==> src/rtl/core/czc_pkg.sv <==
package czc_pkg;

  typedef struct packed {
    logic [6:0] temp_a;
    logic [6:0] temp_b;
    logic [6:0] hum_a;
    logic [6:0] hum_b;
    logic       valid_a;
    logic       valid_b;
    logic [9:0] water_adc;
  } czc_in_t;

  typedef struct packed {
    logic        fan_on;
    logic        bulb_on;
    logic        humidifier_on;
    logic [10:0] duty_level;
    logic        tank_low;
    logic [7:0]  temp_sum;
    logic [7:0]  hum_sum;
  } czc_out_t;

  typedef struct packed {
    logic       control_mode;
    logic [6:0] humidity_target;
    logic       manual_fan;
    logic       manual_bulb;
    logic       manual_humidifier;
    logic [6:0] hot_limit;
    logic [6:0] dry_limit;
    logic [6:0] wet_limit;
  } czc_cfg_t;

  typedef struct packed {
    logic fan;
    logic bulb;
    logic hum;
  } czc_act_t;

  localparam int unsigned CFG_INDEX_W = 4;
  localparam int unsigned CFG_DATA_W  = 7;

  localparam logic [CFG_INDEX_W-1:0] CFG_CONTROL_MODE      = 4'd0;
  localparam logic [CFG_INDEX_W-1:0] CFG_HUMIDITY_TARGET   = 4'd1;
  localparam logic [CFG_INDEX_W-1:0] CFG_MANUAL_FAN        = 4'd2;
  localparam logic [CFG_INDEX_W-1:0] CFG_MANUAL_BULB       = 4'd3;
  localparam logic [CFG_INDEX_W-1:0] CFG_MANUAL_HUMIDIFIER = 4'd4;
  localparam logic [CFG_INDEX_W-1:0] CFG_HOT_LIMIT         = 4'd5;
  localparam logic [CFG_INDEX_W-1:0] CFG_DRY_LIMIT         = 4'd6;
  localparam logic [CFG_INDEX_W-1:0] CFG_WET_LIMIT         = 4'd7;

  localparam logic [6:0] HUMIDITY_TARGET_RESET = 7'd75;
  localparam logic [6:0] HOT_LIMIT_RESET       = 7'd40;
  localparam logic [6:0] DRY_LIMIT_RESET       = 7'd70;
  localparam logic [6:0] WET_LIMIT_RESET       = 7'd80;

  localparam logic [6:0] TEMP_A_RESET = 7'd20;
  localparam logic [6:0] TEMP_B_RESET = 7'd21;
  localparam logic [6:0] HUM_RESET    = 7'd0;

  localparam logic [10:0] INTEGRAL_MAX = 11'd2000;
  localparam logic [10:0] DUTY_FULL    = 11'd1024;
  localparam logic [10:0] DUTY_RESET   = 11'd409;
  localparam logic [9:0]  TANK_ALARM_CODE = 10'd286;

  // Duty is n * 32 / 125; at n of 4000 or more it saturates at full scale.
  localparam logic signed [14:0] DUTY_SAT_N  = 15'sd4000;
  localparam logic [17:0]        DUTY_RECIP  = 18'd134218;
  localparam int unsigned        DUTY_SHIFT  = 24;

endpackage

==> src/rtl/core/czc_cfg_regs.sv <==
module czc_cfg_regs
  import czc_pkg::*;
(
  input  logic                   clk,
  input  logic                   rst_n,
  input  logic                   cfg_we,
  input  logic [CFG_INDEX_W-1:0] cfg_index,
  input  logic [CFG_DATA_W-1:0]  cfg_wdata,
  output czc_cfg_t               cfg
);

  czc_cfg_t cfg_r;
  czc_cfg_t cfg_nxt;

  always_comb begin
    cfg_nxt = cfg_r;
    if (cfg_we) begin
      unique case (cfg_index)
        CFG_CONTROL_MODE:      cfg_nxt.control_mode      = cfg_wdata[0];
        CFG_HUMIDITY_TARGET:   cfg_nxt.humidity_target   = cfg_wdata;
        CFG_MANUAL_FAN:        cfg_nxt.manual_fan        = cfg_wdata[0];
        CFG_MANUAL_BULB:       cfg_nxt.manual_bulb       = cfg_wdata[0];
        CFG_MANUAL_HUMIDIFIER: cfg_nxt.manual_humidifier = cfg_wdata[0];
        CFG_HOT_LIMIT:         cfg_nxt.hot_limit         = cfg_wdata;
        CFG_DRY_LIMIT:         cfg_nxt.dry_limit         = cfg_wdata;
        CFG_WET_LIMIT:         cfg_nxt.wet_limit         = cfg_wdata;
        default:               cfg_nxt = cfg_r;
      endcase
    end
  end

  always_ff @(posedge clk) begin
    if (!rst_n) begin
      cfg_r.control_mode      <= 1'b0;
      cfg_r.humidity_target   <= HUMIDITY_TARGET_RESET;
      cfg_r.manual_fan        <= 1'b0;
      cfg_r.manual_bulb       <= 1'b0;
      cfg_r.manual_humidifier <= 1'b0;
      cfg_r.hot_limit         <= HOT_LIMIT_RESET;
      cfg_r.dry_limit         <= DRY_LIMIT_RESET;
      cfg_r.wet_limit         <= WET_LIMIT_RESET;
    end else begin
      cfg_r <= cfg_nxt;
    end
  end

  assign cfg = cfg_r;

endmodule

==> src/rtl/core/czc_readings.sv <==
module czc_readings
  import czc_pkg::*;
(
  input  logic       clk,
  input  logic       rst_n,
  input  logic       upd,
  input  czc_in_t    in_word,
  output logic [7:0] temp_sum,
  output logic [7:0] hum_sum
);

  logic [6:0] temp_a_r, temp_b_r, hum_a_r, hum_b_r;
  logic [6:0] temp_a_nxt, temp_b_nxt, hum_a_nxt, hum_b_nxt;

  // A sensor flagged bad leaves its last good pair in place.
  always_comb begin
    temp_a_nxt = in_word.valid_a ? in_word.temp_a : temp_a_r;
    hum_a_nxt  = in_word.valid_a ? in_word.hum_a  : hum_a_r;
    temp_b_nxt = in_word.valid_b ? in_word.temp_b : temp_b_r;
    hum_b_nxt  = in_word.valid_b ? in_word.hum_b  : hum_b_r;
  end

  assign temp_sum = {1'b0, temp_a_nxt} + {1'b0, temp_b_nxt};
  assign hum_sum  = {1'b0, hum_a_nxt} + {1'b0, hum_b_nxt};

  always_ff @(posedge clk) begin
    if (!rst_n) begin
      temp_a_r <= TEMP_A_RESET;
      temp_b_r <= TEMP_B_RESET;
      hum_a_r  <= HUM_RESET;
      hum_b_r  <= HUM_RESET;
    end else if (upd) begin
      temp_a_r <= temp_a_nxt;
      temp_b_r <= temp_b_nxt;
      hum_a_r  <= hum_a_nxt;
      hum_b_r  <= hum_b_nxt;
    end
  end

endmodule

==> src/rtl/core/czc_decide.sv <==
module czc_decide
  import czc_pkg::*;
(
  input  czc_cfg_t   cfg,
  input  logic [7:0] temp_sum,
  input  logic [7:0] hum_sum,
  output czc_act_t   act
);

  logic hot, dry, wet;

  assign hot = temp_sum > {cfg.hot_limit, 1'b0};
  assign dry = hum_sum  < {cfg.dry_limit, 1'b0};
  assign wet = hum_sum  > {cfg.wet_limit, 1'b0};

  always_comb begin
    act = '0;
    if (cfg.control_mode) begin
      act.fan  = cfg.manual_fan;
      act.bulb = cfg.manual_bulb;
      act.hum  = cfg.manual_humidifier;
    end else if (hot) begin
      act.fan = 1'b1;
      act.hum = dry;
    end else if (dry) begin
      act.hum = 1'b1;
    end else if (!wet) begin
      act.fan = 1'b1;
    end else begin
      act.bulb = 1'b1;
    end
  end

endmodule

==> src/rtl/core/czc_pid.sv <==
module czc_pid
  import czc_pkg::*;
(
  input  logic        clk,
  input  logic        rst_n,
  input  logic        step,
  input  logic        hum_on,
  input  logic [6:0]  target,
  input  logic [7:0]  hum_sum,
  output logic [10:0] duty
);

  logic [10:0]        integ_r, integ_nxt;
  logic signed [8:0]  prev_err_r;
  logic [10:0]        duty_r, duty_calc;

  logic signed [8:0]  err;
  logic signed [12:0] isum;
  logic signed [9:0]  deriv;
  logic signed [14:0] err15;
  logic signed [14:0] n;
  logic [16:0]        scaled;
  logic [34:0]        prod;

  // Error in half-percent: twice the setpoint against the sum of two readings.
  assign err = $signed({1'b0, target, 1'b0}) - $signed({1'b0, hum_sum});

  assign isum = $signed({2'b00, integ_r}) + 13'(err);

  always_comb begin
    if (isum < 13'sd0) begin
      integ_nxt = '0;
    end else if (isum > $signed({2'b00, INTEGRAL_MAX})) begin
      integ_nxt = INTEGRAL_MAX;
    end else begin
      integ_nxt = isum[10:0];
    end
  end

  assign deriv  = 10'(err) - 10'(prev_err_r);
  assign err15  = 15'(err);
  assign n      = (err15 <<< 4) + (err15 <<< 2) + $signed({3'b000, integ_nxt, 1'b0})
                  + 15'(deriv);
  assign scaled = {n[11:0], 5'b00000};
  assign prod   = 35'(scaled) * 35'(DUTY_RECIP);

  always_comb begin
    if (n <= 15'sd0) begin
      duty_calc = '0;
    end else if (n >= DUTY_SAT_N) begin
      duty_calc = DUTY_FULL;
    end else begin
      duty_calc = prod[DUTY_SHIFT +: 11];
    end
  end

  assign duty = hum_on ? duty_calc : duty_r;

  always_ff @(posedge clk) begin
    if (!rst_n) begin
      integ_r    <= '0;
      prev_err_r <= '0;
      duty_r     <= DUTY_RESET;
    end else if (step && hum_on) begin
      integ_r    <= integ_nxt;
      prev_err_r <= err;
      duty_r     <= duty_calc;
    end
  end

endmodule

==> src/rtl/core/climate_zone_controller_pid.sv <==
// Climate zone controller with a PID-driven humidifier duty.
// The input channel (in_valid, in_ready, in_data) takes one sampling tick per
// word: two temperature and humidity pairs with validity flags and a water
// level code. The result channel (out_valid, out_ready, out_data) returns one
// word per tick with actuator enables, the duty, the tank alarm and the sums.
// Registers are written through cfg_we, cfg_index and cfg_wdata; the user must
// write them only while idle, as the block does not enforce it. A word is
// registered on acceptance; its result is loaded into the output register once
// that register is free, raising out_valid. One word is accepted every cycle
// while out_ready is high; the kept readings and, with the humidifier on, the
// PID state update in the same cycle that the result is registered.
// While the receiver stalls, the output word holds and one further word can
// wait in the input register; in_ready falls only when both are full.
// Reset is synchronous: it empties both stages and restores the registers,
// the kept readings, the integral, the previous error and the held duty.
module climate_zone_controller_pid
  import czc_pkg::*;
(
  input  logic                   clk,
  input  logic                   rst_n,
  input  logic                   in_valid,
  output logic                   in_ready,
  input  czc_in_t                in_data,
  output logic                   out_valid,
  input  logic                   out_ready,
  output czc_out_t               out_data,
  input  logic                   cfg_we,
  input  logic [CFG_INDEX_W-1:0] cfg_index,
  input  logic [CFG_DATA_W-1:0]  cfg_wdata
);

  logic     in_v_r;
  czc_in_t  in_word_r;
  logic     out_v_r;
  czc_out_t out_word_r, out_word_nxt;
  logic     advance, fire;

  czc_cfg_t    cfg;
  czc_act_t    act;
  logic [7:0]  temp_sum, hum_sum;
  logic [10:0] duty;

  assign advance  = !out_v_r || out_ready;
  assign fire     = in_v_r && advance;
  assign in_ready = !in_v_r || advance;

  czc_cfg_regs u_cfg_regs (
    .clk       (clk),
    .rst_n     (rst_n),
    .cfg_we    (cfg_we),
    .cfg_index (cfg_index),
    .cfg_wdata (cfg_wdata),
    .cfg       (cfg)
  );

  czc_readings u_readings (
    .clk      (clk),
    .rst_n    (rst_n),
    .upd      (fire),
    .in_word  (in_word_r),
    .temp_sum (temp_sum),
    .hum_sum  (hum_sum)
  );

  czc_decide u_decide (
    .cfg      (cfg),
    .temp_sum (temp_sum),
    .hum_sum  (hum_sum),
    .act      (act)
  );

  czc_pid u_pid (
    .clk     (clk),
    .rst_n   (rst_n),
    .step    (fire),
    .hum_on  (act.hum),
    .target  (cfg.humidity_target),
    .hum_sum (hum_sum),
    .duty    (duty)
  );

  always_comb begin
    out_word_nxt.fan_on        = act.fan;
    out_word_nxt.bulb_on       = act.bulb;
    out_word_nxt.humidifier_on = act.hum;
    out_word_nxt.duty_level    = duty;
    out_word_nxt.tank_low      = in_word_r.water_adc <= TANK_ALARM_CODE;
    out_word_nxt.temp_sum      = temp_sum;
    out_word_nxt.hum_sum       = hum_sum;
  end

  always_ff @(posedge clk) begin
    if (!rst_n) begin
      in_v_r  <= 1'b0;
      out_v_r <= 1'b0;
    end else begin
      if (in_ready) begin
        in_v_r <= in_valid;
      end
      if (advance) begin
        out_v_r <= in_v_r;
      end
    end
  end

  always_ff @(posedge clk) begin
    if (in_ready && in_valid) begin
      in_word_r <= in_data;
    end
    if (fire) begin
      out_word_r <= out_word_nxt;
    end
  end

  assign out_valid = out_v_r;
  assign out_data  = out_word_r;

endmodule

==> config.mk <==
export PLATFORM = sky130hd
export DESIGN_NAME = climate_zone_controller_pid
export DESIGN_NICKNAME = d
export VERILOG_FILES = /design/src/rtl/core/czc_pkg.sv /design/src/rtl/core/czc_cfg_regs.sv /design/src/rtl/core/czc_readings.sv /design/src/rtl/core/czc_decide.sv /design/src/rtl/core/czc_pid.sv /design/src/rtl/core/climate_zone_controller_pid.sv
export SDC_FILE = /design/constraint.sdc
export NUM_CORES = 1
export LEC_CHECK = 0
export BUFFER_PORTS_ARGS = -buffer_cell sky130_fd_sc_hd__buf_4
export CAP_MARGIN = 20
export CORE_UTILIZATION = 50
export CTS_CLUSTER_DIAMETER = 80
export DETAILED_ROUTE_END_ITERATION = 7
export GPL_ROUTABILITY_DRIVEN = 1
export HOLD_SLACK_MARGIN = 0.1
export PLACE_DENSITY = 0.67
export SLEW_MARGIN = 30
export SYNTH_ARGS = -nofsm -noshare
export SYNTH_HDL_FRONTEND = slang
export SYNTH_SLANG_ARGS = --single-unit
==> constraint.sdc <==
create_clock -name clk -period 33.7 [get_ports clk]
set_input_delay 1.685 -clock clk [delete_from_list [all_inputs] [get_ports clk]]
set_output_delay 1.685 -clock clk [all_outputs]
set_load 0.01 [all_outputs]
## Yosys cells after proc, flatten, opt, wreduce, memory -nomap -nowiden

Cells that the tools add are included.

- Output and inout port bits: 33
- Register bits after elaboration: 164

- Multiply operators: 1
- Eq/ne operators: 7
- Muxes and demuxes: 17
- Reductions and logical operators: 16
- $lt $le $gt $ge: 8
- Add/subtract/negate cells: 8

Operators by type and width:

| kind | number |
|---|---|
| two-way mux 11 bit | 5 |
| multiplier 12 x 17 -> 29 bit, second input constant | 1 |
| two-way mux 7 bit | 4 |
| adder 7 x 7 -> 8 bit | 2 |
| equality test 4 x 3 -> 1 bit, second input constant | 4 |
| greater-than comparator 8 bit | 2 |
| AND reduction 2 bit | 8 |
| adder 15 x 10 -> 15 bit | 1 |
| adder 15 x 13 -> 15 bit | 1 |
| >= comparator 15 x 13 -> 1 bit, second input constant | 1 |
| <= comparator 15 x 1 -> 1 bit, second input constant | 1 |
| adder 13 x 11 -> 14 bit | 1 |
| adder 12 x 9 -> 13 bit | 1 |
| greater-than comparator 13 x 12 -> 1 bit, second input constant | 1 |
| < comparator 13 x 1 -> 1 bit, second input constant | 1 |
| <= comparator 10 x 9 -> 1 bit, second input constant | 1 |
| subtractor 9 x 9 -> 10 bit | 1 |
| subtractor 8 x 8 -> 9 bit | 1 |
| equality test 4 x 2 -> 1 bit, second input constant | 2 |
| < comparator 8 bit | 1 |
| two-way mux 1 bit | 6 |
| equality test 4 x 1 -> 1 bit, second input constant | 1 |
| logical NOT 4 bit | 1 |
| logical AND 1 bit | 3 |
| other kinds (4) | 6 |

## Longest topological paths before layout

Gate-level depths: netlist of run 1.

- Word-level depth: 13
- Depth in mapped cells: 53
- Mapped depth without buffers: 51

## Hierarchy

Synthesis of run 1 repeated with hierarchy kept, for this count alone.

- Cells, all modules: 1232
- Area total of the unflattened synthesis: 12401.9 sq um

Modules (own cells, without submodules):

| module | cells each | area an instance (sq um) | times used |
|---|---|---|---|
| czc_pid | 740 | 6234.7 | 1 |
| climate_zone_controller_pid | 85 | 2253.4 | 1 |
| czc_readings | 196 | 2003.2 | 1 |
| czc_cfg_regs | 134 | 1348.8 | 1 |
| czc_decide | 77 | 561.8 | 1 |

## Worst setup path after synthesis of run 1

Ideal clock, no wire load.

- Path type: register to register
- From: register in_word_r[10] (netlist name)
- To: register out_word_r (netlist bit out_data[26]) (data pin)
- Arrival: 12922 ps
- Clock period less this slack: 13179 ps
- Stages on the path, launching flop included: 50
- Setup time: 257 ps
- Path buffers: 1
- Slack: 20521 ps
- Cells stage by stage: edfxtp_1 -> clkbuf_1 -> mux2_2 -> ha_1 -> fa_1 -> xor2_1 -> inv_1 -> ha_1 -> a21o_1 -> a21o_1 -> maj3_1 -> maj3_1 -> maj3_1 -> xor2_1 -> ha_1 -> nor3b_1 -> o22a_1 -> xnor2_1 -> [... 14 more ...] -> nor2_1 -> xnor2_1 -> inv_1 -> fa_1 -> fa_1 -> fa_1 -> fa_1 -> inv_1 -> ha_1 -> nand2_1 -> a21o_1 -> a21oi_1 -> o32a_1 -> o311a_1 -> a211oi_1 -> nor2b_1 -> xnor2_1 -> a32o_1

- Word-level cells in the longest chain between the ends: 13

Ends and longest elaborated chain:

| element | RTL line | text |
|---|---|---|
| start, declared | climate_zone_controller_pid.sv:33 | `czc_in_t in_word_r;` |
| start signal, assigned | climate_zone_controller_pid.sv:108 | `in_word_r <= in_data;` |
| two-way mux 7 bit (*) | czc_readings.sv:20 | `hum_b_nxt = in_word.valid_b ? in_word.hum_b : hum_b_r;` |
| named net u_readings.hum_b_nxt[0] | czc_readings.sv:13 | `logic [6:0] temp_a_nxt, temp_b_nxt, hum_a_nxt, hum_b_nxt;` |
| adder 7 x 7 -> 8 bit (*) | czc_readings.sv:24 | `assign hum_sum = {1'b0, hum_a_nxt} + {1'b0, hum_b_nxt};` |
| named net hum_sum[2] | climate_zone_controller_pid.sv:40 | `logic [7:0] temp_sum, hum_sum;` |
| subtractor 8 x 8 -> 9 bit (*) | czc_pid.sv:26 | `assign err = $signed({1'b0, target, 1'b0}) - $signed({1'b0, hum_sum});` |
| named net u_pid.err[7] | czc_pid.sv:17 | `logic signed [8:0] err;` |
| adder 12 x 9 -> 13 bit (*) | czc_pid.sv:28 | `assign isum = $signed({2'b00, integ_r}) + 13'(err);` |
| greater-than comparator 13 x 12 -> 1 bit | czc_pid.sv:33 | `end else if (isum > $signed({2'b00, INTEGRAL_MAX})) begin` |
| [... 2 more ...] | -- |  |
| named net u_pid.integ_nxt[0] | czc_pid.sv:13 | `logic [10:0] integ_r, integ_nxt;` |
| adder 15 x 13 -> 15 bit (*) | czc_pid.sv:42 | `assign n = (err15 <<< 4) + (err15 <<< 2) + $signed({3'b000, integ_nxt, 1'b0})` |
| adder 15 x 10 -> 15 bit (*) | czc_pid.sv:43 | `+ 15'(deriv);` |
| multiplier 12 x 17 -> 29 bit / >= comparator 15 x 13 -> 1 bit (equally long branches) | czc_pid.sv:45, czc_pid.sv:50 |  |
| two-way mux 11 bit | czc_pid.sv:50 | `end else if (n >= DUTY_SAT_N) begin` |
| two-way mux 11 bit (*) | czc_pid.sv:48 | `if (n <= 15'sd0) begin` |
| two-way mux 11 bit (*) | czc_pid.sv:57 | `assign duty = hum_on ? duty_calc : duty_r;` |
| named net duty[9] | climate_zone_controller_pid.sv:41 | `logic [10:0] duty;` |
| end signal, assigned | climate_zone_controller_pid.sv:111 | `out_word_r <= out_word_nxt;` |
| end, declared | climate_zone_controller_pid.sv:35 | `czc_out_t out_word_r, out_word_nxt;` |

The timed path passes the listed nets; every way through them passes the cells marked *.
A chain may end at the register's enable or synchronous reset.

## Worst setup path in the final report of run 1

Same ends and word-level chain as after synthesis.

==> impl_metrics.py, run 1 <==
metrics = {
    "sta": {
        "fin_worst_skew_ns": 0.0192,
        "maxSlewViolCount": 0,
        "slew_headroom_pct": 41.0,
        "worstMarginPinSlew_ns": 0.878,
        "setup_viol": 0,
        "rsz0062_at_grt": "false",
        "fmax_mhz": 68.3,
        "hold_violations": 0,
        "layout_setup_ws_ns": 19.05,
        "tns_ns": 0,
        "period_needed_ns": 14.65,
        "period_share_pct": 43.5,
    },
    "die": {
        "fp.dieH_um": 157,
        "core_area_um2": 23500,
        "start_util_pct": 51.1,
        "ios": 89,
        "std_cell_rows": 56,
        "design.die.area_um2": 24700,
        "die_w_um": 157,
    },
    "drt": {
        "post_drt_wl_per_cell_um": 15.7,
        "finalWirelength_um": 24800,
        "met2_length_um": 11300,
        "vias_per_cell": 5.34,
        "drt_iter0_markers": 476,
        "vias": 8442,
        "met3_length_um": 764,
        "drcViolationCount": 0,
        "ant_nets": 0,
        "wl_met1_um": 12400,
        "routed.top_layer": "met4",
        "first_pass_iters": 5,
    },
    "grt": {
        "grt_pass1_wl_um": 41000,
        "first_global_vias": 8446,
        "grtUsageTotal_pct": 21.1,
        "antenna_found_initial": 0,
        "grt_max_degree": 52,
        "overflow": 0,
    },
    "final_layout": {
        "layout.nets": 1519,
        "drive_gt1_share_pct": 14.3,
        "design_area_um2": 13600,
        "antenna_cells": 0,
        "area_delta_synth_final_pct": 13.0,
        "final_cell_mix": "ha_1, inv_1, buf_4",
        "final_common_cell": "ha_1",
        "post-route-util_pct": 57.7,
    },
    "synth": {
        "syn_area_um2": 12000,
        "synthArstFlopShare_pct": 0,
        "synth_nets": 1436,
        "ys_warn_count": 0,
        "yosys_most_used_dff": "dfxtp_1",
        "post-synth-top-area-cell": "edfxtp_1",
        "synth_edf_count": 71,
        "yosysSeqAreaShare_pct": 33.2,
        "synth_top_area_share_pct": 17.7,
        "ys_types": 79,
        "netlist_instances": 1167,
        "syn_avg_cell_area_um2": 10.3,
        "ys_ff_latch": 164,
        "yosys-top-cells-area": "edfxtp_1, ha_1, dfxtp_1",
    },
    "clock_tree": {
        "clk_pin_slew_ns": 0.07,
        "cts.htree.levels": 4,
        "hold_buffers": 0,
        "cts-root-buf": "clkbuf_16",
        "cts-resized-gates": 0,
        "cts_sinks": 164,
        "clkLatencyLatePin_ns": 0.43,
        "post_cts_buffers": 0,
        "cts.path.max_buffers": 2,
        "cts_made_buffers": 17,
        "cts_tree": "built",
    },
    "worst_setup_path": {
        "cp_common_cell": "fa_1",
        "crit_arrival_ns": 14.82,
        "cp_slowest_cell": "edfxtp_1",
        "crit_path_max_incr_delay_ns": 0.76,
        "crit_type": "flop to flop",
        "path_max_fanout": 14,
        "endpoint_kind": "flop",
        "cp-start-kind": "flop",
        "critPathRequiredTime_ns": 33.87,
    },
    "run": {
        "cap_violations": 0,
    },
    "placed_design": {
        "placed_cell_area_um2": 13000,
        "port-buffer-count": 88,
        "dpl_worst_slack_ns": 19.06,
        "gp_congestion": 0.870,
        "dp_hpwl_um": 19300,
    },
    "min_path": {
        "hp-class": "flop to flop",
    },
    "outcome": {
        "outcome": "finished clean",
    },
}
## path summary, 6_finish.rpt
| check | from | cells after the start | slack, ns | end |
|---|---|---|---|---|
| max | in_word_r[10]$_DFFE_PP_ | 47 | 19.05 | out_data[26]$_DFFE_PP_ |
| min | u_pid.integ_r[6]$_SDFFE_PN0P_ | 2 | 0.46 | u_pid.integ_r[6]$_SDFFE_PN0P_ |
| max reg2reg | in_word_r[10]$_DFFE_PP_ | 47 | 19.05 | out_data[26]$_DFFE_PP_ |
| min reg2reg | u_pid.integ_r[6]$_SDFFE_PN0P_ | 2 | 0.46 | u_pid.integ_r[6]$_SDFFE_PN0P_ |
## flip-flops by register name, summed over array words and instances, names as in the netlist
signal               flops
in_v_r                   1
in_word_r               40
out_data                31
out_valid                1
u_cfg_regs.cfg          32
u_pid.duty_r            11
u_pid.integ_r           11
u_pid.prev_err_r         9
u_readings.hum_a_r       7
u_readings.hum_b_r       7
u_readings.temp_a_r      7
u_readings.temp_b_r      7
## routing by layer
layer,global-route usage [%],vias up
met5,0,-
met4,5.09,0
met3,3.52,21
met2,34.7,139
met1,29.0,4000
li1,-,4282
## Yosys cell counts (all sizes together), types with 6 or more instances
cell    instances
a211oi         10
a21boi          6
a21o           20
a21oi          47
a22o           11
a32o            6
and2            7
and3            8
buf            11
clkbuf         19
dfxtp          93
edfxtp         71
fa             50
ha            163
inv           142
mux2           29
mux2i          53
nand2          64
nand2b          8
nand3          20
nand4          12
nor2           43
nor2b          57
nor3           16
nor3b           6
o211ai         13
o21a           11
o21ai          32
o21bai          9
o31ai           7
or3             6
xnor2          34
xor2           17
## stage by stage
step	cells	hold slack, ns
2_1_floorplan	1167	0.434
3_3_place_gp	1550	0.446
3_5_place_dp	1550	0.454
4_1_cts	1582	0.463
5_1_grt	1582	0.496
6_report	1582	0.457
## critical path: cells and delay by family, from the launching register on
family                     cells  cell delay, ns
adders and majority gates     15            6.05
AOI/OAI and AO/OA             13            3.40
xor gates and xnor gates       5            1.91
and+or+nand+nor                8            1.23
DFF                            1            0.76
buffers and inverters          5            0.59
muxes                          1            0.45
## layout make-up
cell class                 count  area [um^2]
tap                          319          399
multi-input combinational    831         7370
inverter                     142          533
sequential                   164         3990
clock buffer                  17          425
fill                        2040         9950
clock inverter                15          161
timing repair buffer          94          706
## kinds of logic after synthesis
| group | synth area share, % |
|---|---|
| flops | 33.2 |
| compound gates | 12.8 |
| xor+xnor | 3.78 |
| buf+inv | 5.59 |
| mux | 7.13 |
| simple gates | 11.9 |
| fa+ha+maj | 25.6 |
Power of run 1 is not shown: default switching activity piles up to over one toggle a cycle in this logic, so the estimate is an artifact.
==> run 2: changes to the inputs <==
- ABC_AREA: not set -> 1
- PLACE_DENSITY: 0.67 -> 0.7
- clock period: 33.7 -> 12.9 ns (I/O delays scaled with it)
==> run 2 against run 1 <==
Against the previous run:
- register-to-register slack worse by 18 ns
- worst setup slack worse by 18 ns
- sequential share of layout area down 0.74 points
==> impl_metrics.py, run 2 <==
metrics = {
    "synth": {
        "syn_avg_cell_area_um2": 8.40,
        "synth_nets": 1742,
        "yosys_most_used_dff": "dfxtp_1",
        "syn_area_um2": 12400,
        "ys_ff_latch": 164,
        "synth_edf_count": 71,
        "ys_types": 52,
        "synth_top_area_share_pct": 17.2,
        "synth.most_common_cell": "inv_1",
        "yosys-top-cells-area": "edfxtp_1, ha_1, dfxtp_1",
        "synthArstFlopShare_pct": 0,
        "yosysSeqAreaShare_pct": 32.3,
        "post-synth-top-area-cell": "edfxtp_1",
        "netlist_instances": 1473,
        "netlist_top_cells_count": "inv_1, nand2_1, ha_1, o21ai_0, a21oi_1",
        "ys_warn_count": 0,
    },
    "worst_setup_path": {
        "critPathBufInv": 8,
        "cpLargestDelayFamily": "adder cells",
        "cp_slowest_cell": "edfxtp_1",
        "crit_type": "flop to flop",
        "reg2reg_depth": 55,
        "endpoint_kind": "flop",
        "reg2reg_from": "in_word_r[11]$_DFFE_PP_",
        "reg2reg_to": "out_data[22]$_DFFE_PP_",
        "crit_path_max_incr_delay_ns": 0.58,
        "cp-startpoint": "in_word_r[11]$_DFFE_PP_",
        "cp-start-kind": "flop",
        "path_depth": 55,
        "critPathRequiredTime_ns": 13.18,
        "crit_arrival_ns": 12.20,
        "path_max_fanout": 13,
        "reg2reg_slack_ns": 0.98,
        "setup.worst_path.end": "out_data[22]$_DFFE_PP_",
    },
    "drt": {
        "drcViolationCount": 0,
        "ant_nets": 0,
        "finalWirelength_um": 29700,
        "vias_per_cell": 5.27,
        "drt_iter0_markers": 767,
        "vias": 9982,
        "post_drt_wl_per_cell_um": 15.7,
        "first_pass_iters": 5,
    },
    "sta": {
        "worstMarginPinSlew_ns": 0.772,
        "tns_ns": 0,
        "period_share_pct": 92.4,
        "period_needed_ns": 11.92,
        "slew_headroom_pct": 48.5,
        "setup_viol": 0,
        "fin_worst_skew_ns": 0.0133,
        "hold_violations": 0,
        "maxSlewViolCount": 0,
        "fmax_mhz": 83.9,
    },
    "grt": {
        "grt_pass1_wl_um": 48500,
        "grt_max_degree": 80,
        "grtUsageTotal_pct": 24.1,
        "first_global_vias": 9700,
        "antenna_found_initial": 0,
        "overflow": 0,
    },
    "final_layout": {
        "final_cell_mix": "inv_1, nand2_1, ha_1",
        "layout.nets": 1827,
        "top_register": "in_word_r",
        "largest_reg_flops": 40,
        "final_common_cell": "inv_1",
        "fillCellCount": 2193,
        "antenna_cells": 0,
        "area_delta_synth_final_pct": 12.7,
        "drive_gt1_share_pct": 12.2,
    },
    "outcome": {
        "outcome": "finished clean",
    },
    "clock_tree": {
        "clk_pin_slew_ns": 0.07,
        "hold_buffers": 0,
        "cts.htree.levels": 4,
        "cts_sinks": 164,
        "cts_tree": "built",
        "cts-root-buf": "clkbuf_16",
        "clkLatencyLatePin_ns": 0.44,
        "cts.path.max_buffers": 2,
        "cts_made_buffers": 17,
    },
    "placed_design": {
        "gp_congestion": 0.929,
        "port-buffer-count": 88,
        "dp_hpwl_um": 22700,
    },
    "die": {
        "start_util_pct": 50.9,
        "ios": 89,
        "core_area_um2": 24300,
        "std_cell_rows": 57,
        "die_w_um": 159,
        "design.die.area_um2": 25400,
        "fp.dieH_um": 159,
    },
    "min_path": {
        "hp-class": "primary input to flop",
    },
    "run": {
        "cap_violations": 0,
    },
}
## run 2: area by class of cell
| type | instances | area [um^2] | share of cell area, % |
|---|---|---|---|
| repair buffers | 100 | 751 | 5.38 |
| clock buffers | 19 | 433 | 3.11 |
| well taps | 324 | 405 | 2.91 |
| clock inverters | 13 | 139 | 0.996 |
| inverters | 282 | 1060 | 7.61 |
| flip-flops and latches | 164 | 3990 | 28.6 |
| multi-input cells | 993 | 7160 | 51.4 |
## run 2: stage by stage
stage | worst slack, ns | std cells | area [um^2] | hold WS, ns | utilization (%)
after floorplan | 1.86 | 1473 | 12400 | 0.424 | -
after global placement | 0.903 | 1858 | 13300 | 0.434 | 54.8
after detailed placement | 0.696 | 1858 | 13300 | 0.440 | 54.8
after CTS | 0.617 | 1890 | 13900 | 0.371 | 57.1
after global routing | -0.00381 | 1895 | 13900 | 0.365 | 57.3
final | 0.977 | 1895 | 13900 | 0.379 | 57.3
## run 2: what timing repair did
action	CTS	global route
buffers inserted	0	5
gates resized for setup	0	1
endpoints found under the setup margin	0	22
## run 2: worst reg2reg max path: cells and delay by family (launching register included)
family,cells,cell delay (ns)
fa+ha+maj,13,5.13
flops,1,0.58
xor+xnor,4,0.94
buf+inv,8,0.81
simple gates,19,2.22
compound gates,11,2.12
## run 2: logic make-up (layout without fill, tap and decap cells)
logic type	Yosys count	in the layout	share of synthesized area, %
flops	164	164	32.3
compound gates	312	312	13.6
buf+inv	316	414	9.93
simple gates	424	424	16.4
fa+ha+maj	213	213	24.6
xor+xnor	44	44	3.30
## run 2: worst min path at each step
stage | from | end | cells after the start
2_1_floorplan | u_readings.hum_a_r[2]$_SDFFE_PN0P_ | u_readings.hum_a_r[2]$_SDFFE_PN0P_ | 2
3_3_place_gp | u_readings.temp_a_r[3]$_SDFFE_PN0P_ | u_readings.temp_a_r[3]$_SDFFE_PN0P_ | 2
3_5_place_dp | u_readings.temp_a_r[6]$_SDFFE_PN0P_ | u_readings.temp_a_r[6]$_SDFFE_PN0P_ | 2
4_1_cts | in_data[5] | in_word_r[5]$_DFFE_PP_ | 1
5_1_grt | in_data[31] | in_word_r[31]$_DFFE_PP_ | 1
6_report | in_data[13] | in_word_r[13]$_DFFE_PP_ | 1
## run 2: per-layer routing
layer | share of wire [%] | track usage (%)
met3 | 4.4 | 3.57
met5 | 0 | 0
met2 | 48 | 40.6
met4 | 2.2 | 7.52
met1 | 46 | 31.9
Power of run 2 is left out for the same reason.
